==> src/hdl/rim_pkg.sv <==
// Shared constants, register codes and payload types of the repeat index mapper.
`timescale 1ns / 1ps
`default_nettype none

package rim_pkg;

	// Index and shape geometry
	localparam int IDX_W      = 32;
	localparam int DIMS       = 6;
	localparam int PASSES     = DIMS + 1;
	localparam int DIV_W      = IDX_W + 1;
	localparam int DIM_W      = 16;
	localparam int AXIS_W     = 3;
	localparam int SLOT_W     = $clog2(DIMS);
	localparam int CFG_IDX_W  = 4;
	localparam int CFG_DATA_W = 16;

	// Register reset values
	localparam logic [AXIS_W-1:0] AXIS_RST   = AXIS_W'(5);
	localparam logic [DIM_W-1:0]  REPEAT_RST = DIM_W'(1);
	localparam logic [DIM_W-1:0]  DIM_RST    = DIM_W'(1);

	// Register indexes
	localparam logic [CFG_IDX_W-1:0] REG_AXIS   = CFG_IDX_W'(0);
	localparam logic [CFG_IDX_W-1:0] REG_REPEAT = CFG_IDX_W'(1);
	localparam logic [CFG_IDX_W-1:0] REG_DIM0   = CFG_IDX_W'(2);
	localparam logic [CFG_IDX_W-1:0] REG_DIM5   = CFG_IDX_W'(7);

	// Input beat
	typedef struct packed {
		logic [IDX_W-1:0] out_index;
		logic             is_last;
	} rim_in_t;

	// Output beat
	typedef struct packed {
		logic [IDX_W-1:0] src_index;
		logic             last_out;
	} rim_out_t;

	// Settings of one division pass, derived from the registers
	typedef struct packed {
		logic [DIV_W-1:0] divisor;
		logic             acc;
		logic [IDX_W-1:0] stride;
	} rim_pass_t;

	// Item state inside the pipeline
	typedef struct packed {
		logic [IDX_W-1:0] rem;
		logic [IDX_W-1:0] dq;
		logic [IDX_W-1:0] src;
		logic             last;
	} rim_stage_t;

endpackage

`default_nettype wire

==> src/hdl/rim_out_buf.sv <==
// Two-entry output buffer that decouples the pipeline from output stalls.
`timescale 1ns / 1ps
`default_nettype none

module rim_out_buf import rim_pkg::*; (
	input  wire logic     clk,
	input  wire logic     arst_n,
	input  wire logic     push,
	input  wire rim_out_t push_data,
	output logic          full,
	output logic          map_valid,
	input  wire logic     map_stall,
	output rim_out_t      map_data
);

	rim_out_t    mem_q [0:1];
	logic        wr_ptr_q;
	logic        rd_ptr_q;
	logic [1:0]  count_q;
	logic        pop;

	assign map_valid = (count_q != 2'd0);
	assign full      = (count_q == 2'd2);
	assign pop       = map_valid && !map_stall;
	assign map_data  = mem_q[rd_ptr_q];

	// Track pointers and fill level
	always_ff @(posedge clk or negedge arst_n) begin
		if (!arst_n) begin
			wr_ptr_q <= 1'b0;
			rd_ptr_q <= 1'b0;
			count_q  <= 2'd0;
		end else begin
			if (push) begin
				wr_ptr_q <= !wr_ptr_q;
			end
			if (pop) begin
				rd_ptr_q <= !rd_ptr_q;
			end
			count_q <= count_q + 2'(push) - 2'(pop);
		end
	end

	// Store the incoming beat
	always_ff @(posedge clk) begin
		if (push) begin
			mem_q[wr_ptr_q] <= push_data;
		end
	end

endmodule

`default_nettype wire

==> config.mk <==
export PLATFORM = sky130hd
export DESIGN_NAME = rim_out_buf
export DESIGN_NICKNAME = d
export VERILOG_FILES = /design/src/hdl/rim_pkg.sv /design/src/hdl/rim_out_buf.sv
export SDC_FILE = /design/constraint.sdc
export NUM_CORES = 1
export LEC_CHECK = 0
export ABC_AREA = 0
export ABC_CLOCK_PERIOD_IN_PS = 7430
export BUFFER_PORTS_ARGS = -buffer_cell sky130_fd_sc_hd__clkbuf_2
export CAP_MARGIN = 0
export CORE_ASPECT_RATIO = 0.75
export CORE_MARGIN = 5
export CORE_UTILIZATION = 56
export DETAILED_ROUTE_END_ITERATION = 12
export PLACE_DENSITY = 0.91
export RECOVER_POWER = 25
export REMOVE_ABC_BUFFERS = 1
export SYNTH_ARGS = -nofsm -noshare
export SYNTH_HDL_FRONTEND = slang
export SYNTH_SLANG_ARGS = --single-unit
export TNS_END_PERCENT = 10
==> constraint.sdc <==
create_clock -name clk -period 7.43 [get_ports clk]
set_clock_uncertainty 0.15 [all_clocks]
set_input_delay 2.229 -clock clk [delete_from_list [all_inputs] [get_ports clk]]
set_output_delay 2.229 -clock clk [all_outputs]
set_load 0.02 [all_outputs]
# Word level (Yosys, flattened, before mapping)
# Memory sizes are Yosys's and may differ from the RTL's.
# Cells that the tools add are included.
totals:
  regBits: 4
  output_inout_bits: 35
  mem_count: 1
  mem_bits_rw: 66
  inputBits: 37
  elab_cells: 14
mem_list:
  columns: ["name", "words", "width", "rd", "rd_clocked_by_memory_dff", "wr", "line_no", "rtl"]
  rows:
  - ["mem_q", 2, 33, 1, 0, 1, "rim_out_buf.sv:16", "rim_out_t mem_q [0:1];"]
classes:
  n_mux: 2
  addsub: 2
  eq_ne: 1
  n_reduce_logical: 5
ops:
  columns: ["cell", "count"]
  rows:
  - ["1-bit zero test", 3]
  - ["2-bit by 1-bit adder with 2-bit output", 1]
  - ["2-bit == test (second input constant)", 1]
  - ["1-bit 2-to-1 mux", 2]
  - ["2-bit nonzero test", 1]
  - ["2-bit by 1-bit subtractor with 2-bit output", 1]
  - ["1-bit logical AND", 1]

# Longest topological paths before layout
depth:
  depth_word: 3
  depth_mapped: 7
  depth_no_buf: 7

# Worst setup path after synthesis
# Ideal clock, no wire load.
synth_path:
  kind: "input to register"
  startpoint: "input port push"
  endpoint: "memory mem_q[0][0] (netlist name), enable pin"
  t_required_ns: 6.853
  t_arrival_ns: 3.719
  slack_ns: 3.134
  path_buffers: 0
  stages: 1
  setup_ns: 0.427
  cell_sequence: "nor2b_1"
synth_between:
  elab_chain_cells: 2
synth_lines:
  columns: ["element", "line_no", "rtl"]
  rows:
  - ["start, declared", "rim_out_buf.sv:8", "input wire logic push,"]
  - ["1-bit 2-to-1 mux", "rim_out_buf.sv:46", "if (push) begin"]
  - ["1-bit 2-to-1 mux (implied by the code)", "rim_out_buf.sv:47", "mem_q[wr_ptr_q] <= push_data;"]
  - ["end, declared", "rim_out_buf.sv:16", null]
# No other way between the ends.

==> run summary <==
status = finished clean
critical path endpoint category = output pin
met1 Use GR = 14.7%
Slew @ Worst Pin = 1.03 ns
Max transition margin = 31.3%
Final Cycle Share = 58.5%
hold path cells = 1
CTS tree = yes
CTS sink cnt = 70
Synth Cell Area = 2740 sq um
Ports = 72
PD cells = 405 nW/um^2
vias per inst = 4.99
H-tree depth = 3
DP Area = 3110 sq um
Antenna Cells = 0
worst path required time = 5.05 ns
slowest cell on the critical path = dfrtp_2
Worst setup SP type = flop
core area = 4820 sq um
Top Usage Layer GRT = met2
most frequent cells in the layout = edfxtp_1, clkbuf_2, mux2_4
top post-synthesis cells by area = edfxtp_1, mux2_4, dfrtp_1
Port Buffers = 71
via count = 1,322
Die Ht = 70.6 um
post-synth cell types = 14
pin count of the biggest net entering global routing = 35
post-synthesis cell count = 121
final instance area = 3300 sq um
reg2reg start = wr_ptr_q
Reg2Reg Depth = 2
DRT Pass-1 Iters = 4
Psw = 415 uW
Setup Buffers After CTS = 0
Final setup viols = 0
Clk Latency, worst-skew pair = 0.32 ns
VDD IR max = 0.277 mV
CP top delay family = flip-flops
DR DRC count = 0
chip width = 90.7 um
Fillers = 333
hold buffer count at CTS = 0
Clock Power Share = 23.9%
GP Congestion = 0.671
Place WS = 3.42 ns
clock root cell = clkbuf_8
Setup CP Type = flop to output pin
number of buffers and inverters on the critical path = 1
CP Data Arrival Time = 1.97 ns
fmax = 230 MHz
Slew Limit Fails = 0
Setup WS post-layout = 3.09 ns
number of synthesized register bits = 70
met3 GRT Util = 9.78%
CP max stage delay = 1.05 ns
worst r2r dst = mem_q[1][17]
fin crit period = 4.34 ns
hold slack final = 0.393 ns
crit-path max FO = 34
Worst Min Path Start = wr_ptr_q
static leakage = 0.00132 uW
# rows = 22
commonest non-fill, non-tap cell in the layout = edfxtp_1
end of the worst hold path = wr_ptr_q
Worst-path clk slew = 0.07 ns
wire length per cell = 15.7 um
register area share after synthesis = 76.1%
post-synth top area cell = edfxtp_1
Post-Route WL = 4150 um
Final Util = 68.6%
vias in the first global route = 1,402
Seq pwr share = 44.7%
max cap viols = 0
Die Footprint = 6400 sq um
first-iteration detailed-routing DRC count = 55
Yosys warning count = 0
total grt overflow = 0
average size of a mapped cell = 22.6 sq um
ANT nets after route = 0
combinational share of power = 31.4%
Max Root-Sink Buffers = 2
initial core utilization = 56.8%
GRT Util Overall = 13.7%
final hold violations = 0
area growth from synthesis to layout = 20.7%
worst reg-to-reg setup slack = 5.52 ns
Synth top area share = 72.4%
ordered cell list for the critical path = mux2_2 -> clkbuf_2
initial antenna violation count = 0
switching part of the total power = 31.0%
nets = 239
post-CTS sizing = 0
Int Pwr = 924 uW
GR Util met2 = 21.7%
ratio of cells with drive above 1 in the final layout = 50.2%
HP Class = flop to flop
RSZ-0062 raised after global routing = false
setup_tns = 0 ns
first-pass GRT wire length = 6570 um
cts bufs inserted = 9
[cells in the mapped netlist]
cell and instances:
and2_1 1, buf_12 3, buf_6 1, dfrtp_1 4, edfxtp_1 66, ha_1 2
inv_1 3, mux2_2 4, mux2_4 29, nor2b_1 2, o21bai_1 1, or2_2 1
xnor2_1 3, xor2_1 1
[per-layer routing]
layer,vias up,share of wire [%]
met2,61,49
met1,632,38
met4,0,0.89
li1,624,-
met5,-,0
met3,5,13
[sequential cells by signal, indices dropped and copies added (netlist names)]
signal,cells
mem_q,66
count_q,2
rd_ptr_q,1
wr_ptr_q,1
[kinds of logic (layout without fill, tap and decap cells)]
kind of cell | count (synthesis) | in the layout | share of synthesized area [%]
flip-flops | 70 | 70 | 76.1
multiplexers | 33 | 33 | 17.6
buffers and inverters | 7 | 91 | 3.02
XOR/XNOR | 4 | 4 | 1.28
AND/OR/NAND/NOR | 4 | 4 | 0.914
adder cells (fa/ha/maj) | 2 | 2 | 0.914
AO/OA/AOI/OAI | 1 | 1 | 0.274
[power by group through the flow]
stage          registers (uW)  clock network [uW]  logic [uW]
2_1_floorplan             591                   0         318
3_5_place_dp              610                   0         429
4_1_cts                   601                 329         431
6_report                  599                 320         421
3_3_place_gp              604                   0         422
5_1_grt                   609                 348         451
[final cells by class]
class	instances	area (sq um)	area share [%]
sequential	70	2080	63.0
multi-input combinational	44	581	17.6
timing repair buffer	72	339	10.3
clock buffer	11	131	3.98
clock inverter	5	83.8	2.54
tap	60	75.1	2.27
inverter	3	11.3	0.341
[through the flow]
stage | power (uW) | std cells
6_report | 1340 | 265
5_1_grt | 1410 | 265
4_1_cts | 1360 | 265
3_5_place_dp | 1040 | 249
3_3_place_gp | 1030 | 249
2_1_floorplan | 908 | 117
[worst max-delay path by stage]
stage	depth (start not counted)	end	startpoint
detailed placement	2	map_data[32]	rd_ptr_q
CTS	2	map_data[32]	rd_ptr_q
global route	2	map_data[1]	rd_ptr_q
global placement	2	map_data[1]	rd_ptr_q
finish	2	map_data[32]	rd_ptr_q
floorplan	1	mem_q[0][0]	push
Power figures use the tool's default switching activity.
