==> config.mk <==
export PLATFORM = sky130hd
export DESIGN_NAME = rim_div_step
export DESIGN_NICKNAME = d
export VERILOG_FILES = /design/src/hdl/rim_pkg.sv /design/src/hdl/rim_div_step.sv
export SDC_FILE = /design/constraint.sdc
export NUM_CORES = 1
export LEC_CHECK = 0
export BUFFER_PORTS_ARGS = -buffer_cell sky130_fd_sc_hd__buf_2
export CAP_MARGIN = 40
export CORE_ASPECT_RATIO = 0.6
export CORE_MARGIN = 2
export CORE_UTILIZATION = 49
export DETAILED_ROUTE_END_ITERATION = 7
export PLACE_DENSITY_LB_ADDON = 0.12
export SETUP_SLACK_MARGIN = 0.3
export SLEW_MARGIN = 20
export SYNTH_ARGS = -nofsm -noshare
export SYNTH_HDL_FRONTEND = slang
export SYNTH_SLANG_ARGS = --single-unit
==> constraint.sdc <==
create_clock -name clk -period 1.15 [get_ports clk]
set_clock_uncertainty 0.2 [all_clocks]
set_input_delay 0.23 -clock clk [delete_from_list [all_inputs] [get_ports clk]]
set_output_delay 0.23 -clock clk [all_outputs]
set_load 0.02 [all_outputs]
==> src/hdl/rim_pkg.sv <==
// Shared constants, register codes and payload types of the repeat index mapper.
`timescale 1ns / 1ps
`default_nettype none

package rim_pkg;

	// Index and shape geometry
	localparam int IDX_W      = 32;
	localparam int DIMS       = 6;
	localparam int PASSES     = DIMS + 1;
	localparam int DIV_W      = IDX_W + 1;
	localparam int DIM_W      = 16;
	localparam int AXIS_W     = 3;
	localparam int SLOT_W     = $clog2(DIMS);
	localparam int CFG_IDX_W  = 4;
	localparam int CFG_DATA_W = 16;

	// Register reset values
	localparam logic [AXIS_W-1:0] AXIS_RST   = AXIS_W'(5);
	localparam logic [DIM_W-1:0]  REPEAT_RST = DIM_W'(1);
	localparam logic [DIM_W-1:0]  DIM_RST    = DIM_W'(1);

	// Register indexes
	localparam logic [CFG_IDX_W-1:0] REG_AXIS   = CFG_IDX_W'(0);
	localparam logic [CFG_IDX_W-1:0] REG_REPEAT = CFG_IDX_W'(1);
	localparam logic [CFG_IDX_W-1:0] REG_DIM0   = CFG_IDX_W'(2);
	localparam logic [CFG_IDX_W-1:0] REG_DIM5   = CFG_IDX_W'(7);

	// Input beat
	typedef struct packed {
		logic [IDX_W-1:0] out_index;
		logic             is_last;
	} rim_in_t;

	// Output beat
	typedef struct packed {
		logic [IDX_W-1:0] src_index;
		logic             last_out;
	} rim_out_t;

	// Settings of one division pass, derived from the registers
	typedef struct packed {
		logic [DIV_W-1:0] divisor;
		logic             acc;
		logic [IDX_W-1:0] stride;
	} rim_pass_t;

	// Item state inside the pipeline
	typedef struct packed {
		logic [IDX_W-1:0] rem;
		logic [IDX_W-1:0] dq;
		logic [IDX_W-1:0] src;
		logic             last;
	} rim_stage_t;

endpackage

`default_nettype wire

==> src/hdl/rim_div_step.sv <==
// One restoring division step: one quotient bit per pipeline stage.
`timescale 1ns / 1ps
`default_nettype none

module rim_div_step import rim_pkg::*; (
	input  wire logic             clk,
	input  wire logic             arst_n,
	input  wire logic             en,
	input  wire logic             up_valid,
	input  wire rim_stage_t       up_data,
	input  wire logic [DIV_W-1:0] divisor,
	output logic                  dn_valid,
	output rim_stage_t            dn_data
);

	logic [DIV_W-1:0] shifted;
	logic [DIV_W-1:0] diff;
	logic             ge;
	rim_stage_t       next;
	logic             vld_s1;
	rim_stage_t       dat_s1;

	// Shift in the next dividend bit and try the subtract
	always_comb begin
		shifted   = {up_data.rem, up_data.dq[IDX_W-1]};
		diff      = shifted - divisor;
		ge        = (shifted >= divisor);
		next      = up_data;
		next.rem  = ge ? diff[IDX_W-1:0] : shifted[IDX_W-1:0];
		next.dq   = {up_data.dq[IDX_W-2:0], ge};
	end

	// Advance the stage
	always_ff @(posedge clk or negedge arst_n) begin
		if (!arst_n) begin
			vld_s1 <= 1'b0;
		end else if (en) begin
			vld_s1 <= up_valid;
		end
	end

	always_ff @(posedge clk) begin
		if (en) begin
			dat_s1 <= next;
		end
	end

	assign dn_valid = vld_s1;
	assign dn_data  = dat_s1;

endmodule

`default_nettype wire

After elaboration in Yosys (flattened, before gate mapping)
Cells that the tools add are included.

operators by class
  $add $sub $neg = 1
  $lt $le $gt $ge = 1
  multiplexer cells = 1

operators with widths
  kind                  number
  >= comparator 33 bit  1
  two-way mux 32 bit    1
  subtractor 32 bit     1

word-level totals
  register bits = 98
  input port bits = 134
  output and inout bits = 98
  word-level logic and storage cells = 8

Depth between registers and ports, before layout
  depth after elaboration = 2
  depth in mapped cells = 14
  mapped depth without buffers = 11

Worst setup path after synthesis
Ideal clock, no wire load.

  path kind = input port to flip-flop
  start = input port divisor[20]
  end = register dat_s1 (netlist bit dn_data[69]), data pin
  setup time = 0.260 ns
  arrival = 2.542 ns
  data required time = 0.690 ns
  setup slack = -1.852 ns
  stages = 13
  buffers on the path = 3
  cells stage by stage = inv_1 > ha_1 > buf_6 > a21o_1 > o21bai_1 > a211oi_1 > o21bai_1 > a21o_1 > o31ai_4 > o221a_1 > buf_6 > buf_12 > mux2_4

RTL lines
  element               line                source
  from (decl)           rim_div_step.sv:11  input wire logic [DIV_W-1:0] divisor,
  to (signal assigned)  rim_div_step.sv:44  dat_s1 <= next;
  to (decl)             rim_div_step.sv:21  rim_stage_t dat_s1;

==> impl_metrics.tcl <==
set metrics [dict create \
    maxSlewViolCount 0 \
    rows 30 \
    r2r-end "dn_valid" \
    worstPathArrival_ps 2540 \
    io_pins 232 \
    gp_congestion 0.876 \
    drive_above_1_share_pct 56.8 \
    period_needed_ps 2650 \
    yosys.area.top_type "edfxtp_1" \
    cp-start-kind "primary input" \
    use_met3_pct 5.64 \
    final_area_mm2 0.00910 \
    tightest_slew_ps 424 \
    cp_max_fo 8 \
    synth_area_leaders "edfxtp_1, ha_1, mux2_4, a21oi_1, xnor2_1" \
    synth_area_mm2 0.00557 \
    synthCells 458 \
    violations "hold timing, setup timing" \
    synth-edff-count 97 \
    hold_start "up_data[6]" \
    tritoncts "built" \
    cts_buffer_depth 2 \
    clockRootBuffer "clkbuf_16" \
    dp_hpwl_mm 12.5 \
    wirelength_mm 17.1 \
    period_share_pct 230 \
    hold_path_class "in2reg" \
    synthMostInstantiatedCell "edfxtp_1" \
    p_sw_share_pct 30.1 \
    num-nets-final 1001 \
    cp.required_ps 1040 \
    async_reset_ff_share_pct 1.02 \
    port_buffers 231 \
    grt.busiest_layer "met2" \
    die_h_um 86.6 \
    r2r_slack_ps 170 \
    status "complete, but fails checks" \
    switchingPower_mw 3.47 \
    viasPerCell 5.22 \
    peakVddDrop_mv 0.815 \
    drc 0 \
    p_clk_share_pct 25.3 \
    path_class "in2reg" \
    grt.total_usage_pct 26.1 \
    maxCapViolations 0 \
    synth_ff_type "edfxtp_1" \
    p_int_mw 8.05 \
    start_util_pct 49.8 \
    num_vias 5127 \
    die_area_mm2 0.0123 \
    syn-num-nets 626 \
    first_pass_iters 5 \
    drtIter0Drc 330 \
    p_comb_share_pct 35.5 \
    total_leakage_power_nw 4.23 \
    grt_util_met2_pct 44.0 \
    yosys_warnings 0 \
    tns_ps -63590 \
    cts_buffers 9 \
    seq_power_share_pct 39.3 \
    setup_ws_ps -1500 \
    antenna_cells 0 \
    wl_per_cell_um 17.4 \
    area_delta_synth_final_pct 63.3 \
    ctsHtreeMaxLevel 3 \
    rsz0062_at_grt "true" \
    syn_avg_cell_area_um2 12.2 \
    dpl_cell_area_mm2 0.00790 \
    slew_headroom_pct 71.0 \
    die-width_um 142 \
    ys_seq_elements 98 \
    p_per_area_mw_per_mm2 1270 \
    reg2reg_depth 1 \
    setup_violations 131 \
    synth_common_cells "edfxtp_1, inv_1, a21oi_1" \
    dp_worst_setup_slack_ps -1980 \
    max_freq_ghz 0.378 \
    clkTransAtPathRegs_ps 70 \
    antenna_found_initial 0 \
    synth-seq-area-share_pct 52.7 \
    fillers 669 \
    core_area_mm2 0.0112 \
    overflow 0 \
    grt_pass1_wl_mm 24.7 \
    postCtsHoldBufs 1 \
    grt_pass1_vias 4950 \
    worst_r2r_startpoint "dn_valid" \
    clk_latency_ps 340 \
    use_met1_pct 34.8 \
    end_kind "register" \
    yosysUniqueCellTypes 53 \
    cts_num_sinks 98 \
    ant_nets 0 \
    grt_start_max_net_pins 28 \
    hold_ws_ps -143 \
    finalHoldViolCount 66 \
    yosysTopAreaCellShare_pct 52.3 \
    whs_path_depth 1 \
    holdPathEnd "dn_data[6]" \
]
## power by group through the flow
stage,clock (mW),combinational [mW],sequential (mW)
floorplan,0,1.43,5.01
global placement,0,3.34,4.51
detailed placement,0,3.42,4.53
CTS,2.97,3.84,4.48
global route,3.08,4.33,4.56
finish,2.91,4.09,4.53
## state kept, by name, summed over array words and instances (netlist names)
| name | flops |
|---|---|
| dn_valid | 1 |
| dn_data | 97 |
## cell families after synthesis
logic type                 share of synthesized area, %
DFF                                                52.7
adders and majority gates                          7.77
and+or+nand+nor                                    8.53
buffers and inverters                              5.50
xor gates and xnor gates                           3.93
AOI/OAI and AO/OA                                  13.3
muxes                                              8.26
## worst max-delay path by stage
stage	startpoint	end	slack (ps)	depth (start not counted)
2_1_floorplan	divisor[20]	dn_data[69]	-1670	14
3_3_place_gp	divisor[20]	dn_data[96]	-1880	12
3_5_place_dp	up_data[82]	dn_data[96]	-1980	11
4_1_cts	divisor[20]	dn_data[70]	-1410	13
5_1_grt	divisor[20]	dn_data[70]	-1550	13
6_report	divisor[20]	dn_data[68]	-1500	13
## final cells by class
class,count,area [um2],share of cell area (%)
clock buffers,9,225,2.47
inverters,38,160,1.76
multi-input cells,301,2600,28.6
flip-flops and latches,98,2940,32.3
repair buffers,385,2930,32.2
clock inverters,7,65.1,0.715
well taps,144,180,1.98
## what timing repair did
item                                    CTS  global route
pin swaps                                13             4
buffers inserted                         16             1
resized for setup                        98            99
cloned                                    2             0
endpoints found under the setup margin  132           132
hold endpoints to repair                 74            67
## cells in the final DEF, fill, tap and decap left out, types with 3 or more instances in the layout
cell type  instances
buf_2            155
ha_1              21
o21ai_0           16
nor3_1             4
buf_4            142
a31oi_2            3
nor2b_1            5
nand4_1           10
ha_4              11
o31ai_1            4
nor2_1            24
xor2_1             8
buf_6             77
nand2_1           27
mux2i_1            3
xnor2_1           17
o21a_1             8
a211oi_1           4
a21o_1            14
a21oi_1           29
clkbuf_16          9
edfxtp_1          97
inv_2              3
nand3_1            8
mux2_4            28
a21oi_2            4
buf_12             7
and3_1             4
o21ai_1            3
inv_1             33
## critical path, cell delays in order
cell and delay (ps):
buf_8 90, inv_12 30, ha_4 230, a21o_1 180, o21bai_4 170, a211oi_2 230, o21bai_1 90, a21o_1 190
o31ai_4 260, o221a_4 240, buf_12 130, buf_12 140, mux2_4 310
## through the flow
stage | power (mW) | hold slack, ps | utilization (%) | std cells
after floorplan | 6.44 | -266 | - | 458
after global placement | 7.85 | -194 | 70.6 | 946
after detailed placement | 7.94 | -194 | 70.6 | 946
after CTS | 11.3 | -155 | 78.5 | 981
after global routing | 12.0 | -160 | 81.4 | 982
final | 11.5 | -143 | 81.4 | 982
## per-layer routing
| layer | routed length [um] | vias to the layer above |
|---|---|---|
| li1 | - | 2453 |
| met1 | 7400 | 2406 |
| met5 | 0 | - |
| met2 | 8180 | 244 |
| met3 | 1200 | 24 |
| met4 | 316 | 0 |
Note: power is estimated with default switching activity, not from simulation.
