`config.mk`:
```
export PLATFORM = sky130hd
export DESIGN_NAME = rim_cfg
export DESIGN_NICKNAME = d
export VERILOG_FILES = /design/src/hdl/rim_pkg.sv /design/src/hdl/rim_cfg.sv
export SDC_FILE = /design/constraint.sdc
export NUM_CORES = 2
export LEC_CHECK = 0
export BUFFER_PORTS_ARGS = -buffer_cell sky130_fd_sc_hd__buf_2
export CAP_MARGIN = 0
export CELL_PAD_IN_SITES_DETAIL_PLACEMENT = 2
export CELL_PAD_IN_SITES_GLOBAL_PLACEMENT = 2
export CORE_MARGIN = 2
export CORE_UTILIZATION = 39
export DETAILED_ROUTE_END_ITERATION = 8
export PLACE_DENSITY = 0.9
export SLEW_MARGIN = 25
export SYNTH_ARGS = -nofsm -noshare
export SYNTH_HDL_FRONTEND = slang
export SYNTH_SLANG_ARGS = --single-unit
export TNS_END_PERCENT = 100
```
`constraint.sdc`:
```
create_clock -name clk -period 8.9 [get_ports clk]
set_clock_uncertainty 0.05 [all_clocks]
set_input_delay 1.78 -clock clk [delete_from_list [all_inputs] [get_ports clk]]
set_output_delay 1.78 -clock clk [all_outputs]
set_load 0.03 [all_outputs]
```
`src/hdl/rim_pkg.sv`:
```
// Shared constants, register codes and payload types of the repeat index mapper.
`timescale 1ns / 1ps
`default_nettype none

package rim_pkg;

	// Index and shape geometry
	localparam int IDX_W      = 32;
	localparam int DIMS       = 6;
	localparam int PASSES     = DIMS + 1;
	localparam int DIV_W      = IDX_W + 1;
	localparam int DIM_W      = 16;
	localparam int AXIS_W     = 3;
	localparam int SLOT_W     = $clog2(DIMS);
	localparam int CFG_IDX_W  = 4;
	localparam int CFG_DATA_W = 16;

	// Register reset values
	localparam logic [AXIS_W-1:0] AXIS_RST   = AXIS_W'(5);
	localparam logic [DIM_W-1:0]  REPEAT_RST = DIM_W'(1);
	localparam logic [DIM_W-1:0]  DIM_RST    = DIM_W'(1);

	// Register indexes
	localparam logic [CFG_IDX_W-1:0] REG_AXIS   = CFG_IDX_W'(0);
	localparam logic [CFG_IDX_W-1:0] REG_REPEAT = CFG_IDX_W'(1);
	localparam logic [CFG_IDX_W-1:0] REG_DIM0   = CFG_IDX_W'(2);
	localparam logic [CFG_IDX_W-1:0] REG_DIM5   = CFG_IDX_W'(7);

	// Input beat
	typedef struct packed {
		logic [IDX_W-1:0] out_index;
		logic             is_last;
	} rim_in_t;

	// Output beat
	typedef struct packed {
		logic [IDX_W-1:0] src_index;
		logic             last_out;
	} rim_out_t;

	// Settings of one division pass, derived from the registers
	typedef struct packed {
		logic [DIV_W-1:0] divisor;
		logic             acc;
		logic [IDX_W-1:0] stride;
	} rim_pass_t;

	// Item state inside the pipeline
	typedef struct packed {
		logic [IDX_W-1:0] rem;
		logic [IDX_W-1:0] dq;
		logic [IDX_W-1:0] src;
		logic             last;
	} rim_stage_t;

endpackage

`default_nettype wire

```
`src/hdl/rim_cfg.sv`:
```
// Configuration registers, stride chain and per-pass divisor selection.
`timescale 1ns / 1ps
`default_nettype none

module rim_cfg import rim_pkg::*; (
	input  wire logic                  clk,
	input  wire logic                  arst_n,
	input  wire logic                  cfg_valid,
	input  wire logic [CFG_IDX_W-1:0]  cfg_index,
	input  wire logic [CFG_DATA_W-1:0] cfg_data,
	output rim_pass_t                  pass_cfg [0:PASSES-1]
);

	logic [AXIS_W-1:0] axis_q;
	logic [DIM_W-1:0]  rep_q;
	logic [DIM_W-1:0]  dim_q [0:DIMS-1];
	logic [IDX_W-1:0]  stride_q [0:DIMS-1];
	logic [SLOT_W-1:0] wr_slot;

	assign wr_slot = SLOT_W'(cfg_index - REG_DIM0);

	// Write registers; settle strides as running products of inner sizes
	always_ff @(posedge clk or negedge arst_n) begin
		if (!arst_n) begin
			axis_q <= AXIS_RST;
			rep_q  <= REPEAT_RST;
			for (int k = 0; k < DIMS; k++) begin
				dim_q[k]    <= DIM_RST;
				stride_q[k] <= IDX_W'(1);
			end
		end else begin
			if (cfg_valid) begin
				unique case (cfg_index) inside
					REG_AXIS:   axis_q <= cfg_data[AXIS_W-1:0];
					REG_REPEAT: rep_q  <= cfg_data[DIM_W-1:0];
					[REG_DIM0:REG_DIM5]: dim_q[wr_slot] <= cfg_data[DIM_W-1:0];
					default: ;
				endcase
			end
			for (int k = 0; k < DIMS; k++) begin
				if (k == DIMS - 1) begin
					stride_q[k] <= IDX_W'(1);
				end else begin
					stride_q[k] <= IDX_W'(stride_q[k+1] * IDX_W'(dim_q[k+1]));
				end
			end
		end
	end

	// Map passes to slots: inner slots first, a repeat pass just before the axis slot
	always_comb begin
		int               rep_pass;
		int               slot;
		logic             has_axis;
		logic [SLOT_W-1:0] sel;
		logic             zero;
		rep_pass = DIMS - 1 - int'(axis_q);
		has_axis = (int'(axis_q) < DIMS);
		slot     = 0;
		sel      = '0;
		zero     = 1'b0;
		for (int j = 0; j < PASSES; j++) begin
			pass_cfg[j].divisor = DIV_W'(1);
			pass_cfg[j].acc     = 1'b0;
			pass_cfg[j].stride  = IDX_W'(1);
			if (has_axis && j == rep_pass) begin
				// divide by the repeat count, a zero count leaves the index whole
				if (rep_q != '0) begin
					pass_cfg[j].divisor = DIV_W'(rep_q);
				end
			end else if (has_axis || j < DIMS) begin
				slot = (has_axis && j > rep_pass) ? DIMS - j : DIMS - 1 - j;
				sel  = SLOT_W'(slot);
				zero = (dim_q[sel] == '0) ||
					(has_axis && AXIS_W'(sel) == axis_q && rep_q == '0);
				// a zero size takes the whole index: divisor above any index
				pass_cfg[j].divisor = zero ? (DIV_W'(1) << IDX_W) : DIV_W'(dim_q[sel]);
				pass_cfg[j].acc     = 1'b1;
				pass_cfg[j].stride  = stride_q[sel];
			end
		end
	end

endmodule

`default_nettype wire

```
After elaboration in Yosys (flattened, before gate mapping)

Index checks and enable logic that the tools add are counted.

Bits in registers: 259
Word-level logic and storage cells: 186

Add/subtract/negate cells: 2
Multipliers: 4
Order comparisons: 19
Equality and inequality tests: 14
Muxes and demuxes: 75
Bitwise operators: 8
Reduce and logical (&&, ||, !) cells: 51

Operator list:

| operator                                                            | number |
|---|---|
| 33-bit 2-to-1 mux                                                   | 21 |
| 32-bit binary-select mux with 3-bit select                          | 7 |
| 32-bit 2-to-1 mux                                                   | 14 |
| 16-bit binary-select mux with 3-bit select                          | 7 |
| 16-bit 2-to-1 mux                                                   | 16 |
| 16-bit logical NOT                                                  | 8 |
| 96-bit bitwise mux                                                  | 1 |
| 32-bit by 16-bit multiplier with 32-bit output                      | 3 |
| 66-bit 2-to-1 mux                                                   | 1 |
| 16-bit demux with 3-bit select                                      | 1 |
| 4-bit greater-or-equal comparator, second input constant            | 8 |
| 32-bit logical NOT                                                  | 1 |
| 16-bit by 16-bit multiplier with 32-bit output                      | 1 |
| 1-bit logical AND                                                   | 30 |
| 3-bit NOT with 4-bit output                                         | 5 |
| 16-bit nonzero test                                                 | 1 |
| 3-bit == test                                                       | 4 |
| 4-bit == test, first input constant                                 | 3 |
| 4-bit > comparator, first input constant                            | 3 |
| 3-bit by 4-bit == test with 1-bit output, first input constant      | 2 |
| 3-bit by 4-bit > comparator with 1-bit output, first input constant | 2 |
| 2-bit NOT with 4-bit output                                         | 2 |
| 1-bit logical OR                                                    | 7 |
| 2-bit by 3-bit == test with 1-bit output                            | 2 |
| 17 further kinds                                                    | 23 |

Depth between registers and ports, before layout

Depth in word-level cells: 13
Depth in mapped cells: 24

Worst setup path after synthesis

Ideal clock, no wire load.

Kind: reg2reg
From: register dim_q[17] (netlist name)
To: register stride_q[88] (netlist name)
Library setup time: 0.132 ns
Arrival time: 6.053 ns
Required time: 8.718 ns
Slack: 2.665 ns
Stages on the path, launching flop included: 22
Buffers on the path: 2
Path through: dfrtp_1 -> clkbuf_1 -> clkbuf_1 -> nand2_1 -> fa_1 -> fa_1 -> inv_1 -> fa_1 -> fa_1 -> fa_1 -> inv_1 -> fa_1 -> inv_1 -> ha_1 -> and3_1 -> and3_1 -> and3_1 -> a2111oi_4 -> o21ai_1 -> a2111oi_0 -> nor3_1 -> xor2_1

Cells in the longest elaborated chain, start to end: 1

RTL lines:

| item                                           | line          | source |
|---|---|---|
| start, declared                                | rim_cfg.sv:16 | `logic [DIM_W-1:0] dim_q [0:DIMS-1];` |
| start signal, assigned by index                | rim_cfg.sv:36 | `[REG_DIM0:REG_DIM5]: dim_q[wr_slot] <= cfg_data[DIM_W-1:0];` |
| 16-bit by 16-bit multiplier with 32-bit output | rim_cfg.sv:44 | `stride_q[k] <= IDX_W'(stride_q[k+1] * IDX_W'(dim_q[k+1]));` |
| end signal, assigned by index                  | rim_cfg.sv:44 |  |
| end, declared                                  | rim_cfg.sv:17 | `logic [IDX_W-1:0] stride_q [0:DIMS-1];` |

Every way passes these cells.
A chain may end at the register's enable or synchronous reset.

Final worst setup path

From: register dim_q[55] (netlist name)
To: register stride_q[158] (netlist name)

Cells in the longest elaborated chain, start to end: 1

RTL lines:

| item                                           | line |
|---|---|
| 32-bit by 16-bit multiplier with 32-bit output | rim_cfg.sv:44 |

Every way passes these cells.

==> impl_metrics.yaml <==
outcome:
  status: "complete, but fails checks"
  violations: "DRC"
die:
  die_w_um: 386
  dieArea_mm2: 0.149
  coreArea_mm2: 0.145
  initial_core_util_pct: 39.2
  core.rowCount: 140
  dieHeight_um: 386
  io_pins: 485
clock_tree:
  cts_resized: 0
  clkLatencyLatePin_ns: 0.68
  cts_tree: "done"
  cts_root_buf: "clkbuf_16"
  postCtsHoldBufs: 0
  clk_pin_slew_worst_paths_ns: 0.08
  clkSinkCount: 259
  postCtsSetupRepairBufs: 0
  htreeDepth: 2
  clock_path_buffers: 3
  cts_buffers: 37
synthesis:
  synth_edf_count: 0
  ys_types: 83
  synthCells: 6421
  avgSynthCellArea_um2: 8.87
  ys_ff_latch: 259
  synth_fa_ha_area_share_pct: 45.6
  ys_async_sr_fraction_pct: 100
  ys.flop_type: "dfrtp_1"
  synth_xor_area_share_pct: 2.80
  syn-cell-area_mm2: 0.0570
  yosys_warnings: 0
  synth.top_cells.by_area: "fa_1 39%, dfrtp_1 11%, inv_1 8.2%"
  ys_seq_area_share_pct: 11.4
  yosys.area_share.simple_pct: 16.9
  synth_top_area_cell: "fa_1"
  synth_top_area_share_pct: 38.9
  synth_top_family_by_area: "adder cells"
  yosys-mux-area-fraction_pct: 4.79
  synthTopCellsByCount: "1248 x inv_1, 1126 x nand2_1, 1106 x fa_1, 599 x and2_1, 355 x clkbuf_1"
  synth-compound-area-share_pct: 5.57
  synth.most_common_cell: "inv_1"
sta:
  holdWs_ns: 0.367
  tightest_slew_ns: 1.45
  setup_viol: 0
  max_freq_mhz: 114
  rsz0062_at_grt: "false"
  setup_tns_ns: 0
  slew_viol_final: 0
  min_period_ns: 8.80
  layout_worst_path_cycle_share_pct: 98.9
  hold_viol_final: 0
  max_slew_margin_pct: 2.70
detailed_routing:
  remaining_drc_errors: 3
  routed_wl_um: 341000
  vias: 53789
  antenna_left: 0
  via_per_inst: 6.36
  dr.pass1.iters: 9
  first_iter_violations: 6575
  wire_per_inst_um: 40.3
setup_path:
  critPathMaxFanout: 15
  criticalPathCategory: "flop to flop"
  crit_path_end_kind: "flop"
  cp.arrival_ns: 9.26
  r2r-start: "dim_q[55]"
  reg2reg_depth: 18
  critPathLaunchType: "flop"
  r2r_slack_ns: 0.10
  reg2reg_to: "stride_q[158]"
  crit_required_ns: 9.36
global_route:
  grt_max_degree: 139
  track_usage_pct: 44.5
  gr-total-overflow: 0
  antenna_found_initial: 53
  grt_first_pass_wirelength_um: 466000
  use_met1_pct: 46.4
  grt_pass1_vias: 61328
  use_met3_pct: 17.9
  top_usage_layer: "met2"
  gr-usage-met2_pct: 69.0
hold_path:
  holdCritStartpoint: "dim_q[0]"
  holdPathStages: 0
  whs_endpoint: "stride_q[32]"
  hold_class: "flop to flop"
placement:
  dp.final_hpwl_um: 220000
  dp.cells: 8353
  port-buffer-count: 325
  gp_congestion: 0.923
final_layout:
  layoutNonFillerInstCount: 8452
  area_delta_synth_final_pct: 7.31
  final_core_util_pct: 42.1
  drive_above_1_share_pct: 10.5
  fill_cells: 15851
  fin_nets: 7913
job:
  maxCapViolations: 0
[per-layer routing]
metal / share of wire (%) / routed length, um
met1: 31 / 106000
met2: 44 / 149000
met3: 13 / 44500
met4: 12 / 40100
met5: 0.20 / 666
[cell families (layout without fill, tap and decap cells)]
family	after synthesis	count (layout)
xor gates and xnor gates	182	182
buffers and inverters	1805	1734
other	1	186
muxes	258	258
and+or+nand+nor	2042	2042
DFF	259	259
AOI/OAI and AO/OA	463	463
adders and majority gates	1411	1411
[how the worst max path moves through the flow]
stage | from | endpoint | slack (ns)
global route | dim_q[49] | stride_q[158] | 0.0002
global placement | dim_q[56] | stride_q[158] | 2.06
detailed placement | dim_q[49] | stride_q[158] | 1.39
CTS | dim_q[38] | stride_q[127] | 0.93
finish | dim_q[55] | stride_q[158] | 0.10
floorplan | dim_q[17] | stride_q[88] | 2.67
[stage by stage]
step	instance area, um2	setup WS (ns)
after detailed placement	59700	1.39
after CTS	60900	0.929
after floorplan	57600	2.67
after global routing	61100	0.000202
final	61200	0.100
after global placement	59700	2.06
[cells in the final DEF (no fill, tap or decap), types with 27 or more instances in the layout]
cell	count
buf_2	324
clkbuf_16	38
o31ai_1	53
and2_1	598
inv_1	1248
mux2i_1	137
ha_1	303
o21ai_0	52
buf_4	87
a21oi_1	127
a21o_1	39
conb_1	159
diode_2	27
xor2_1	38
mux2_2	117
xnor2_1	144
dfrtp_1	235
nand2_1	1126
fa_1	1106
nor2_1	135
and3_1	36
nor4_1	31
a22o_1	32
[worst max-delay path: stages, from the launching register on]
cell      delay [ns]
dfrtp_1         0.97
buf_4           0.43
nand2_1         0.46
fa_1            1.06
inv_1           0.15
fa_1            0.59
fa_1            0.66
fa_1            0.50
fa_1            0.52
inv_1           0.06
fa_1            0.51
inv_1           0.05
ha_1            0.46
nand3_1         0.22
nor3_1          0.70
a311oi_1        0.44
o31ai_1         0.45
a21oi_1         0.17
xnor2_1         0.15
[cell type report]
type | count | area, um2 | share of cell area [%]
Sequential cell | 259 | 6510 | 10.6
Multi-Input combinational cell | 4515 | 43900 | 71.7
Clock buffer | 49 | 1030 | 1.69
Antenna cell | 27 | 67.6 | 0.110
Timing Repair Buffer | 418 | 2410 | 3.93
Inverter | 1248 | 4680 | 7.66
Clock inverter | 19 | 191 | 0.313
Tap cell | 1917 | 2400 | 3.92
[flip-flops by register name, indices dropped and copies added (netlist names)]
name and flops:
axis_q 3, stride_q 144, rep_q 16, dim_q 96
Power is not shown: default switching activity piles up to over one toggle a cycle in this logic, so the estimate is an artifact.
