--- src/hdl/rim_pkg.sv ---
// Shared constants, register codes and payload types of the repeat index mapper.
`timescale 1ns / 1ps
`default_nettype none

package rim_pkg;

	// Index and shape geometry
	localparam int IDX_W      = 32;
	localparam int DIMS       = 6;
	localparam int PASSES     = DIMS + 1;
	localparam int DIV_W      = IDX_W + 1;
	localparam int DIM_W      = 16;
	localparam int AXIS_W     = 3;
	localparam int SLOT_W     = $clog2(DIMS);
	localparam int CFG_IDX_W  = 4;
	localparam int CFG_DATA_W = 16;

	// Register reset values
	localparam logic [AXIS_W-1:0] AXIS_RST   = AXIS_W'(5);
	localparam logic [DIM_W-1:0]  REPEAT_RST = DIM_W'(1);
	localparam logic [DIM_W-1:0]  DIM_RST    = DIM_W'(1);

	// Register indexes
	localparam logic [CFG_IDX_W-1:0] REG_AXIS   = CFG_IDX_W'(0);
	localparam logic [CFG_IDX_W-1:0] REG_REPEAT = CFG_IDX_W'(1);
	localparam logic [CFG_IDX_W-1:0] REG_DIM0   = CFG_IDX_W'(2);
	localparam logic [CFG_IDX_W-1:0] REG_DIM5   = CFG_IDX_W'(7);

	// Input beat
	typedef struct packed {
		logic [IDX_W-1:0] out_index;
		logic             is_last;
	} rim_in_t;

	// Output beat
	typedef struct packed {
		logic [IDX_W-1:0] src_index;
		logic             last_out;
	} rim_out_t;

	// Settings of one division pass, derived from the registers
	typedef struct packed {
		logic [DIV_W-1:0] divisor;
		logic             acc;
		logic [IDX_W-1:0] stride;
	} rim_pass_t;

	// Item state inside the pipeline
	typedef struct packed {
		logic [IDX_W-1:0] rem;
		logic [IDX_W-1:0] dq;
		logic [IDX_W-1:0] src;
		logic             last;
	} rim_stage_t;

endpackage

`default_nettype wire

--- src/hdl/rim_accum.sv ---
// Scale a finished digit by its stride and add it into the source index.
`timescale 1ns / 1ps
`default_nettype none

module rim_accum import rim_pkg::*; (
	input  wire logic       clk,
	input  wire logic       arst_n,
	input  wire logic       en,
	input  wire rim_pass_t  pass_cfg,
	input  wire logic       up_valid,
	input  wire rim_stage_t up_data,
	output logic            dn_valid,
	output rim_stage_t      dn_data
);

	logic             vld_s1;
	logic [IDX_W-1:0] prod_s1;
	logic [IDX_W-1:0] quot_s1;
	logic [IDX_W-1:0] src_s1;
	logic             last_s1;
	logic             vld_s2;
	rim_stage_t       dat_s2;

	// Valid bits
	always_ff @(posedge clk or negedge arst_n) begin
		if (!arst_n) begin
			vld_s1 <= 1'b0;
			vld_s2 <= 1'b0;
		end else if (en) begin
			vld_s1 <= up_valid;
			vld_s2 <= vld_s1;
		end
	end

	// Multiply the digit by the stride, then add; the quotient feeds the next pass
	always_ff @(posedge clk) begin
		if (en) begin
			prod_s1 <= pass_cfg.acc ? IDX_W'(up_data.rem * pass_cfg.stride) : '0;
			quot_s1 <= up_data.dq;
			src_s1  <= up_data.src;
			last_s1 <= up_data.last;
			dat_s2.rem  <= '0;
			dat_s2.dq   <= quot_s1;
			dat_s2.src  <= src_s1 + prod_s1;
			dat_s2.last <= last_s1;
		end
	end

	assign dn_valid = vld_s2;
	assign dn_data  = dat_s2;

endmodule

`default_nettype wire

--- config.mk ---
export PLATFORM = sky130hd
export DESIGN_NAME = rim_accum
export DESIGN_NICKNAME = d
export VERILOG_FILES = /design/src/hdl/rim_pkg.sv /design/src/hdl/rim_accum.sv
export SDC_FILE = /design/constraint.sdc
export NUM_CORES = 1
export LEC_CHECK = 0
export BUFFER_PORTS_ARGS = -buffer_cell sky130_fd_sc_hd__buf_2
export CAP_MARGIN = 10
export CORE_MARGIN = 2
export CORE_UTILIZATION = 39
export CTS_BUF_LIST = sky130_fd_sc_hd__clkbuf_4 sky130_fd_sc_hd__clkbuf_8
export CTS_CLUSTER_DIAMETER = 80
export DETAILED_ROUTE_END_ITERATION = 16
export GPL_TIMING_DRIVEN = 0
export PLACE_DENSITY_LB_ADDON = 0.05
export SKIP_CTS_REPAIR_TIMING = 1
export SLEW_MARGIN = 40
export SYNTH_ARGS = -nofsm -noshare
export SYNTH_HDL_FRONTEND = slang
export SYNTH_SLANG_ARGS = --single-unit
--- constraint.sdc ---
create_clock -name clk -period 3.3 [get_ports clk]
set_clock_uncertainty 0.1 [all_clocks]
set_input_delay 0.99 -clock clk [delete_from_list [all_inputs] [get_ports clk]]
set_output_delay 0.99 -clock clk [all_outputs]
set_load 0.005 [all_outputs]
### After elaboration in Yosys (flattened, before gate mapping)

Index checks and enable logic that the tools add are counted.
Widths: inputs -> output; s select.

* add/sub/neg operators: 1
* multipliers: 1

Operators with widths (count)
* $add 32x32->32: 1
* $mul 32x32->32: 1

* register bits after elaboration: 164
* input port bits: 167
* output and inout port bits: 98
* word-level logic and storage cells: 11

### Logic depth before layout (Yosys ltp)

Gate-level depths: netlist (run 1).

* depth after elaboration: 1
* depth in mapped cells: 27
* gate-level depth less buffers: 25

### Least setup slack after synthesis (run 1)

No wires, ideal clock.

* kind: in2reg
* from: input pass_cfg[2] (netlist bit)
* to: register prod_s1[31], data pin
* setup time: 0.255 ns
* arrival time: 7.480 ns
* required time: 2.945 ns
* slack: -4.535 ns
* cell stages on the path: 25
* buffers on the path: 2
* path through: clkbuf_1 clkbuf_1 and2_1 fa_1 inv_1 fa_1 fa_1 fa_1 inv_1 fa_1 inv_1 fa_1 inv_1 fa_1 fa_1 ha_1 a21oi_2 o21ai_1 nand2b_4 o32ai_1 o31ai_4 a2111oi_4 o31ai_1 xnor2_1 and2_1

* longest elaborated chain between the ends: 1

RTL lines
* from (decl): line rim_accum.sv:9 `input wire rim_pass_t pass_cfg,`
* $mul 32x32->32: line rim_accum.sv:38 `prod_s1 <= pass_cfg.acc ? IDX_W'(up_data.rem * pass_cfg.stride) : '0;`
* to (signal assigned): line rim_accum.sv:38
* to (decl): line rim_accum.sv:17 `logic [IDX_W-1:0] prod_s1;`

Every way passes these cells.
A chain may end at the register's enable or synchronous reset.

### Worst setup path in the final report (run 1)

Same ends and word-level chain as after synthesis.

==> results by group, run 1 <==
Outcome
  • Outcome: finished with violations
  • Failing checks: setup timing

Worst setup path
  • Critical Path Fanout Max: 8
  • Slowest CP cell: fa_2
  • Critical path class: input port to flop
  • Required @ worst endpoint: 3.42 ns
  • Worst Setup End Kind: flop
  • Startpoint types: input port
  • Crit path buf inv count: 8
  • Delay-heaviest family, CP: adder cells
  • CP max stage delay: 0.56 ns
  • Critical path data arrival time: 7.59 ns

Global route
  • Total gr overflow: 0
  • Vias in the first global route: 16630
  • Pin count of the biggest net entering global routing: 72
  • Initial antenna violation count: 3
  • First-pass GRT wire length: 102500 um
  • GRT Total Usage: 0.2334

Final layout
  • Post-Route Utilization: 0.4775
  • Nets: 3209
  • Area Growth Syn to Fin: 21.84%
  • Fin cells: 3259
  • Layout cells sized above 1: 0.2404

Floorplanning
  • Die Width: 244.1 um
  • Ports: 265
  • Row count: 88
  • Initial cell density of the core: 0.3919
  • Die area: 0.05958 sq mm
  • Chip Height: 244.1 um
  • Core Footprint: 0.05737 sq mm

Timing
  • Final worst slack: -4.168 ns
  • Fin. Hold Viols: 0
  • Relative slew slack: 0.4452
  • Max Slew Vio Count: 0
  • Worst-margin pin slew: 0.8321 ns
  • Final setup viols: 29
  • Post-layout min period: 7.468 ns
  • Fmax: 133.9 MHz
  • Unrepaired setup endpoints after global routing: yes
  • Tcrit/Tclk final: 2.263

Synthesis
  • Commonest register cell after synthesis: edfxtp_1
  • Synth top area cells: fa_1, edfxtp_1, ha_1, and2_1, inv_1
  • Yosys reg bits: 164
  • Synthesis warning total: 0
  • Yosys top cell area share: 0.3642
  • Count leader, synth: fa_1
  • Seq/Total Area, Yosys: 0.2186
  • Post-Syn Area: 0.02248 sq mm
  • Number of synthesized flops with an enable pin: 162
  • Library cells used by synthesis: 60
  • Asr flop ratio synth: 0.01220
  • Top cells by count, synth: fa_1, inv_1, nand2_1, and2_1, edfxtp_1
  • Cell count after synthesis: 2178
  • Mean Syn Cell Area: 10.32 sq um
  • Post-synth top area cell: fa_1

Drt
  • Post-route ant nets: 0
  • Final wirelength: 68560 um
  • Vias after detailed routing: 15750
  • Initial DRC count: 754
  • DR pass1 iterations: 5
  • Drt wl/cell: 21.04 um
  • DRC viols: 0
  • Routed vias/inst: 4.832

Placement
  • HPWL Detailed: 55990 um
  • Port Buffers: 191
  • Placer congestion estimate: 0.9512
  • Placed cell count: 3168

Run
  • Max-cap violations: 0

Clocking
  • CTS max path bufs: 2
  • Root Driver: clkbuf_8
  • H-tree depth: 4
  • CTS tree: done
  • Skew-Pair Late Insertion Delay: 0.46 ns
  • Worst-path clk slew: 0.10 ns
  • TritonCTS sink count: 164
  • CTS Buf Count: 17

Min path
  • Worst hold path class: input port to asynchronous set/reset pin
[flip-flops by register name, indices dropped and copies added (netlist names)]
signal and flops:
dn_data 65, prod_s1 32, quot_s1 32, src_s1 32, dn_valid 1, last_s1 1, vld_s1 1
[final timing paths]
kind	startpoint	endpoint	slack (ns)	cells after the start
max in group asynchronous	arst_n	dn_valid$_DFFE_PN0P_	2.81	1
max reg2reg	prod_s1[0]$_SDFFCE_PN0P_	dn_data[31]$_DFFE_PP_	0.22	12
max	pass_cfg[2]	prod_s1[31]$_SDFFCE_PN0P_	-4.17	27
min reg2reg	quot_s1[12]$_DFFE_PP_	dn_data[45]$_DFFE_PP_	0.32	0
min	arst_n	vld_s1$_DFFE_PN0P_	0.19	1
min in group clk	quot_s1[12]$_DFFE_PP_	dn_data[45]$_DFFE_PP_	0.32	0
[placed cells by master, fill, tap and decap left out, drive strengths merged, types with 9 or more instances in the layout]
master	synthesis	final
and3	11	11
edfxtp	162	162
o21ai	36	36
conb	1	32
and2	277	277
clkbuf	82	45
fa	409	409
xnor2	78	78
o21a	11	11
a21o	20	20
inv	406	414
nand2	278	278
xor2	26	26
a21oi	53	53
nor3	15	15
nor2b	9	9
nand2b	9	9
ha	154	154
nor2	40	40
buf	38	343
[area by class of cell]
type	count	area, sq um
antenna	2	5.005
inverter	406	1524
clock inverter	15	120.1
buffer	116	1230
clock buffer	17	234.0
sequential	164	4915
timing repair buffer	255	1748
tap	765	957.2
multi-input combinational	1519	16660
fill	5416	29970
[logic make-up after synthesis]
group / count (synthesis) / synth area share
other: 1 / 0.0001668
buffers and inverters: 526 / 0.09350
xor gates and xnor gates: 104 / 0.04052
adders and majority gates: 563 / 0.4499
AOI/OAI and AO/OA: 162 / 0.04887
DFF: 164 / 0.2186
muxes: 2 / 0.001002
and+or+nand+nor: 656 / 0.1474
[per-stage QoR]
stage | instance area (sq um) | setup TNS [ns] | setup slack [ns] | hold WS (ns)
detailed placement | 25180 | -111.59 | -5.410 | 0.3045
floorplan | 23190 | -85.50 | -4.192 | 0.3003
finish | 27390 | -83.14 | -4.168 | 0.1892
global route | 27390 | -86.39 | -4.425 | 0.1409
CTS | 25540 | -96.39 | -4.888 | 0.1353
global placement | 25100 | -258.29 | -5.384 | 0.3003
[routing by layer]
| layer | share of wire | track usage | wire (um) |
|---|---|---|---|
| met1 | 0.44 | 0.3157 | 30260 |
| met3 | 0.064 | 0.04291 | 4361 |
| met4 | 0.035 | 0.09415 | 2366 |
| met5 | 0 | 0 | 0 |
| met2 | 0.46 | 0.3710 | 31570 |
Power of run 1 is left out: the tool's default activity adds up to more than one toggle a clock period on the data nets, which glitch-free logic cannot reach.
==> inputs of run 2 (changes only) <==
--- a/config.mk
+++ b/config.mk
@@ -7,6 +7,7 @@
 export LEC_CHECK = 0
 export BUFFER_PORTS_ARGS = -buffer_cell sky130_fd_sc_hd__buf_2
 export CAP_MARGIN = 10
+export CORE_ASPECT_RATIO = 2
 export CORE_MARGIN = 2
 export CORE_UTILIZATION = 39
 export CTS_BUF_LIST = sky130_fd_sc_hd__clkbuf_4 sky130_fd_sc_hd__clkbuf_8
@@ -19,3 +20,4 @@
 export SYNTH_ARGS = -nofsm -noshare
 export SYNTH_HDL_FRONTEND = slang
 export SYNTH_SLANG_ARGS = --single-unit
+export TNS_END_PERCENT = 30
==> results by group, run 2 (synthesized netlist as in run 1, its figures left out) <==
Outcome
  • Outcome: finished with violations (unchanged)
  • Failing checks: setup timing (unchanged)

Drt
  • DR pass1 iterations: 5 (unchanged)
  • DR WL met2: 44190 um (was 31570 um)
  • Initial DRC count: 749 (was 754)
  • Vias after detailed routing: 16260 (was 15750)
  • Routed vias/inst: 5.016 (was 4.832)
  • Drt wl/cell: 25.04 um (was 21.04 um)
  • Post-route ant nets: 0 (unchanged)
  • Top Metal Used: met5 (was met4)
  • Met3 wire len: 3483 um (was 4361 um)
  • Metal-1 WL: 24950 um (was 30260 um)
  • DRC viols: 0 (unchanged)
  • Final wirelength: 81180 um (was 68560 um)

Floorplanning
  • Ports: 265 (unchanged)
  • Core Footprint: 0.05709 sq mm (was 0.05737 sq mm)
  • Die area: 0.05970 sq mm (was 0.05958 sq mm)
  • Initial cell density of the core: 0.3938 (was 0.3919)
  • Row count: 124 (was 88)
  • Die Width: 173.8 um (was 244.1 um)
  • Chip Height: 343.5 um (was 244.1 um)

Clocking
  • CTS Buf Count: 25 (was 17)
  • CTS max path bufs: 3 (was 2)
  • CTS tree: done (unchanged)
  • Skew-Pair Late Insertion Delay: 0.51 ns (was 0.46 ns)
  • TritonCTS sink count: 164 (unchanged)
  • H-tree depth: 4 (unchanged)
  • Worst-path clk slew: 0.09 ns (was 0.10 ns)
  • Root Driver: clkbuf_8 (unchanged)

Final layout
  • Area Growth Syn to Fin: 20.10% (was 21.84%)
  • Layout cells sized above 1: 0.2126 (was 0.2404)
  • Most common cell after layout, fill and taps aside: inv_1 (unchanged)
  • Most frequent cells in the layout: inv_1, fa_1, nand2_1 (unchanged)
  • Fin cells: 3242 (was 3259)
  • Nets: 3207 (was 3209)
  • Max reg flops: 65 (unchanged)

Worst setup path
  • Delay-heaviest family, CP: adder cells (unchanged)
  • Slowest CP cell: xnor2_2 (was fa_2)
  • Crit path buf inv count: 7 (was 8)
  • Critical path data arrival time: 7.86 ns (was 7.59 ns)
  • Worst Setup End Kind: flop (unchanged)
  • Startpoint types: input port (unchanged)
  • Critical path class: input port to flop (unchanged)
  • R2R cell count: 12 (unchanged)
  • CP max stage delay: 0.57 ns (was 0.56 ns)
  • Critical Path Most Common Cell: fa_1
  • Levels on crit path: 25 (was 27)
  • Required @ worst endpoint: 3.46 ns (was 3.42 ns)
  • Critical Path Fanout Max: 10 (was 8)

Timing
  • Worst-margin pin slew: 0.8693 ns (was 0.8321 ns)
  • Tcrit/Tclk final: 2.333 (was 2.263)
  • Final setup viols: 28 (was 29)
  • Fmax: 129.9 MHz (was 133.9 MHz)
  • Max Slew Vio Count: 0 (unchanged)
  • Relative slew slack: 0.4205 (was 0.4452)
  • Hold Slack: 0.1390 ns (was 0.1892 ns)
  • Unrepaired setup endpoints after global routing: yes (unchanged)
  • Fin. Hold Viols: 0 (unchanged)
  • Post-layout min period: 7.700 ns (was 7.468 ns)
  • Final worst slack: -4.400 ns (was -4.168 ns)

Global route
  • Total gr overflow: 0 (unchanged)
  • Initial antenna violation count: 6 (was 3)
  • GRT Total Usage: 0.2776 (was 0.2334)
  • Vias in the first global route: 18170 (was 16630)
  • First-pass GRT wire length: 116900 um (was 102500 um)
  • Pin count of the biggest net entering global routing: 77 (was 72)

Placement
  • Placer congestion estimate: 0.9738 (was 0.9512)
  • Port Buffers: 191 (unchanged)
  • HPWL Detailed: 66620 um (was 55990 um)
  • Placed cell count: 3158 (was 3168)

Run
  • Max-cap violations: 0 (unchanged)

Min path
  • Worst hold path class: input port to asynchronous set/reset pin (unchanged)
## run 2: cell count changes in the layout (fill, tap and decap cells not counted), sizes merged
cell,delta
clkbuf,+14
inv,-8
diode,+1
clkinvlp,-1
bufinv,+1
clkinv,-1
buf,-14
## run 2: cell type report
type	instances	area [sq um]
Fill cell	5517	30090
Multi-Input combinational cell	1519	16330
Sequential cell	164	4915
Timing Repair Buffer	247	1667
Inverter	406	1524
Buffer	114	1200
Tap cell	756	945.9
Clock buffer	27	359.1
Clock inverter	6	55.05
Antenna cell	3	7.507
## run 2: worst paths after layout
path	startpoint	to	slack, ns
worst min register to register	quot_s1[24]$_DFFE_PP_	dn_data[57]$_DFFE_PP_	0.31
worst min-delay path	arst_n	vld_s1$_DFFE_PN0P_	0.14
min in group clk	quot_s1[24]$_DFFE_PP_	dn_data[57]$_DFFE_PP_	0.31
worst max-delay path	pass_cfg[17]	prod_s1[31]$_SDFFCE_PN0P_	-4.40
max in group asynchronous	arst_n	dn_valid$_DFFE_PN0P_	2.87
worst max register to register	prod_s1[0]$_SDFFCE_PN0P_	dn_data[31]$_DFFE_PP_	0.14
## run 2: routing by layer
layer | track usage | up-vias
met5 | 0 | -
met4 | 0.2272 | 2
met3 | 0.02807 | 220
met2 | 0.5435 | 559
met1 | 0.2552 | 8287
li1 | - | 7194
## run 2: through the flow
stage               cell area, sq um  setup slack (ns)  setup TNS, ns    util
finish                         27000            -4.400         -83.43  0.4729
global route                   27000            -4.483         -87.17  0.4728
CTS                            25230            -5.244        -108.51  0.4418
detailed placement             24810            -5.794        -124.53  0.4346
global placement               24720            -5.911        -271.87  0.4329
floorplan                      22820            -4.192         -87.60       -
Power of run 2 is left out for the same reason.
==> inputs of run 3 (changes only) <==
--- a/config.mk
+++ b/config.mk
@@ -5,6 +5,7 @@
 export SDC_FILE = /design/constraint.sdc
 export NUM_CORES = 1
 export LEC_CHECK = 0
+export ABC_AREA = 1
 export BUFFER_PORTS_ARGS = -buffer_cell sky130_fd_sc_hd__buf_2
 export CAP_MARGIN = 10
 export CORE_ASPECT_RATIO = 2
==> results by group, run 3 <==
Global route
  • GRT Total Usage: 0.3039 (was 0.2776)
  • Pin count of the biggest net entering global routing: 80 (was 77)
  • Total gr overflow: 0 (unchanged)
  • Vias in the first global route: 20790 (was 18170)
  • First-pass GRT wire length: 133100 um (was 116900 um)
  • Initial antenna violation count: 1 (was 6)

Floorplanning
  • Row count: 128 (was 124)
  • Chip Height: 353.4 um (was 343.5 um)
  • Ports: 265 (unchanged)
  • Core Footprint: 0.06070 sq mm (was 0.05709 sq mm)
  • Initial cell density of the core: 0.3921 (was 0.3938)
  • Die area: 0.06314 sq mm (was 0.05970 sq mm)
  • Die Width: 178.7 um (was 173.8 um)

Final layout
  • Area of the multi-input gates: 0.01617 sq mm (was 0.01633 sq mm)
  • Fin cells: 3896 (was 3242)
  • Max reg flops: 65 (unchanged)
  • Most common cell after layout, fill and taps aside: inv_1 (unchanged)
  • Fill count: 6010 (was 5517)
  • Layout cells sized above 1: 0.1839 (was 0.2126)
  • Nets: 3839 (was 3207)
  • Area Growth Syn to Fin: 20.56% (was 20.10%)
  • Reg area: 0.004915 sq mm (unchanged)
  • Most frequent cells in the layout: inv_1, nand2_1, fa_1 (was inv_1, fa_1, nand2_1)

Clocking
  • Skew-Pair Late Insertion Delay: 0.53 ns (was 0.51 ns)
  • CTS tree: done (unchanged)
  • H-tree depth: 4 (unchanged)
  • Worst-path clk slew: 0.08 ns (was 0.09 ns)
  • CTS Buf Count: 25 (unchanged)
  • Root Driver: clkbuf_8 (unchanged)
  • TritonCTS sink count: 164 (unchanged)
  • CTS max path bufs: 3 (unchanged)

Synthesis
  • Mean Syn Cell Area: 8.446 sq um (was 10.32 sq um)
  • Post-Syn Area: 0.02380 sq mm (was 0.02248 sq mm)
  • Asr flop ratio synth: 0.01220 (unchanged)
  • Cell count after synthesis: 2818 (was 2178)
  • Top cells by count, synth: inv_1, nand2_1, fa_1, edfxtp_1, ha_1 (was fa_1, inv_1, nand2_1, and2_1, edfxtp_1)
  • Post-synth top area cell: fa_1 (unchanged)
  • Yosys reg bits: 164 (unchanged)
  • Synthesis warning total: 0 (unchanged)
  • Count leader, synth: inv_1 (was fa_1)
  • Seq/Total Area, Yosys: 0.2065 (was 0.2186)
  • Library cells used by synthesis: 41 (was 60)
  • Commonest register cell after synthesis: edfxtp_1 (unchanged)
  • Synth top area cells: fa_1, edfxtp_1, inv_1, nand2_1, ha_1 (was fa_1, edfxtp_1, ha_1, and2_1, inv_1)
  • Number of synthesized flops with an enable pin: 162 (unchanged)
  • Yosys top cell area share: 0.3440 (was 0.3642)

Placement
  • Placed cell count: 3806 (was 3158)
  • Placer congestion estimate: 0.9805 (was 0.9738)
  • HPWL Detailed: 78330 um (was 66620 um)
  • Port Buffers: 172 (was 191)

Drt
  • Drt wl/cell: 24.12 um (was 25.04 um)
  • DR WL met2: 51870 um (was 44190 um)
  • DR pass1 iterations: 6 (was 5)
  • DRC viols: 0 (unchanged)
  • Top Metal Used: met4 (was met5)
  • Metal-1 WL: 26860 um (was 24950 um)
  • Met3 wire len: 3429 um (was 3483 um)
  • Initial DRC count: 916 (was 749)
  • Vias after detailed routing: 19140 (was 16260)
  • Final wirelength: 93960 um (was 81180 um)
  • Routed vias/inst: 4.911 (was 5.016)
  • Post-route ant nets: 0 (unchanged)

Timing
  • Worst-margin pin slew: 0.8999 ns (was 0.8693 ns)
  • Max Slew Vio Count: 0 (unchanged)
  • Final setup viols: 28 (unchanged)
  • Post-layout min period: 7.305 ns (was 7.700 ns)
  • Tcrit/Tclk final: 2.214 (was 2.333)
  • Fin. Hold Viols: 0 (unchanged)
  • Relative slew slack: 0.4001 (was 0.4205)
  • Final worst slack: -4.005 ns (was -4.400 ns)
  • Unrepaired setup endpoints after global routing: yes (unchanged)
  • Fmax: 136.9 MHz (was 129.9 MHz)

Min path
  • Worst hold path class: input port to asynchronous set/reset pin (unchanged)

Worst setup path
  • Required @ worst endpoint: 3.52 ns (was 3.46 ns)
  • Startpoint types: input port (unchanged)
  • Critical path data arrival time: 7.53 ns (was 7.86 ns)
  • Critical Path Fanout Max: 10 (unchanged)
  • Critical path class: input port to flop (unchanged)
  • Worst Setup End Kind: flop (unchanged)

Outcome
  • Failing checks: setup timing (unchanged)
  • Outcome: finished with violations (unchanged)

Run
  • Max-cap violations: 0 (unchanged)
==> run 3: cell types whose count changed in the layout (fill, tap and decap cells not counted), sizes merged, moves of 19 or more <==
| cell | before | now |
|---|---|---|
| a21oi | 53 | 93 |
| nor2 | 40 | 65 |
| and2 | 277 | 0 |
| buf | 329 | 348 |
| inv | 406 | 788 |
| o21ai | 36 | 59 |
| nand2 | 278 | 786 |
| nand3 | 7 | 52 |
| xnor2 | 78 | 14 |
==> run 3: kinds of logic (layout without fill, tap and decap cells) <==
logic type,Yosys count,in the layout,synth area share
XOR/XNOR,35,35,0.01288
buffers and inverters,927,1193,0.1548
adder cells (fa/ha/maj),563,563,0.4250
AO/OA/AOI/OAI,196,196,0.04757
other,1,33,0.0001576
flip-flops,164,164,0.2065
AND/OR/NAND/NOR,932,932,0.1532
==> run 3: final cells by class <==
type / instances / area share
Antenna cell: 1 / 0.00008721
Multi-Input combinational cell: 1758 / 0.5634
Sequential cell: 164 / 0.1713
Clock inverter: 7 / 0.001962
Clock buffer: 26 / 0.01225
Buffer: 136 / 0.05747
Inverter: 788 / 0.1032
Tap cell: 780 / 0.03401
Timing Repair Buffer: 236 / 0.05638
==> run 3: critical path: stages <==
cell	delay (ns)
clkbuf_4	0.22
buf_12	0.22
nand2_1	0.07
inv_1	0.08
fa_1	0.42
inv_1	0.10
fa_1	0.44
fa_1	0.53
inv_1	0.06
fa_1	0.53
inv_1	0.05
fa_1	0.46
fa_1	0.67
fa_1	0.48
fa_1	0.59
inv_1	0.10
ha_4	0.30
inv_2	0.08
nor3_4	0.23
nand2_2	0.13
nor4_4	0.18
a21oi_2	0.09
buf_6	0.14
nand3_2	0.07
nand2_2	0.07
nor2_4	0.24
==> run 3: through the flow <==
step / TNS (ns) / util / hold slack [ns] / setup WS, ns / cell area, sq um
5_1_grt: -87.30 / 0.4727 / 0.1145 / -4.076 / 28700
2_1_floorplan: -83.82 / - / 0.3003 / -3.642 / 24330
3_5_place_dp: -120.50 / 0.4338 / 0.3045 / -5.871 / 26330
4_1_cts: -104.50 / 0.4405 / 0.09780 / -5.334 / 26740
3_3_place_gp: -298.08 / 0.4310 / 0.3005 / -6.843 / 26160
6_report: -83.25 / 0.4727 / 0.1441 / -4.005 / 28700
==> run 3: final timing paths <==
check	from	endpoint	slack [ns]	cells after the start
min in group clk	quot_s1[22]$_DFFE_PP_	dn_data[55]$_DFFE_PP_	0.31	0
setup / recovery	up_data[72]	prod_s1[31]$_SDFFCE_PN0P_	-4.01	26
setup reg to reg	prod_s1[0]$_SDFFCE_PN0P_	dn_data[29]$_DFFE_PP_	0.45	11
hold reg to reg	quot_s1[22]$_DFFE_PP_	dn_data[55]$_DFFE_PP_	0.31	0
max in group asynchronous	arst_n	dn_valid$_DFFE_PN0P_	2.86	1
hold / removal	arst_n	vld_s1$_DFFE_PN0P_	0.14	1
==> run 3: routing by layer <==
| layer | vias to the layer above | global-route usage |
|---|---|---|
| li1 | 8761 | - |
| met1 | 9400 | 0.2629 |
| met2 | 677 | 0.5919 |
| met3 | 297 | 0.02444 |
| met4 | 0 | 0.2772 |
| met5 | - | 0 |
Power of run 3 is left out for the same reason.
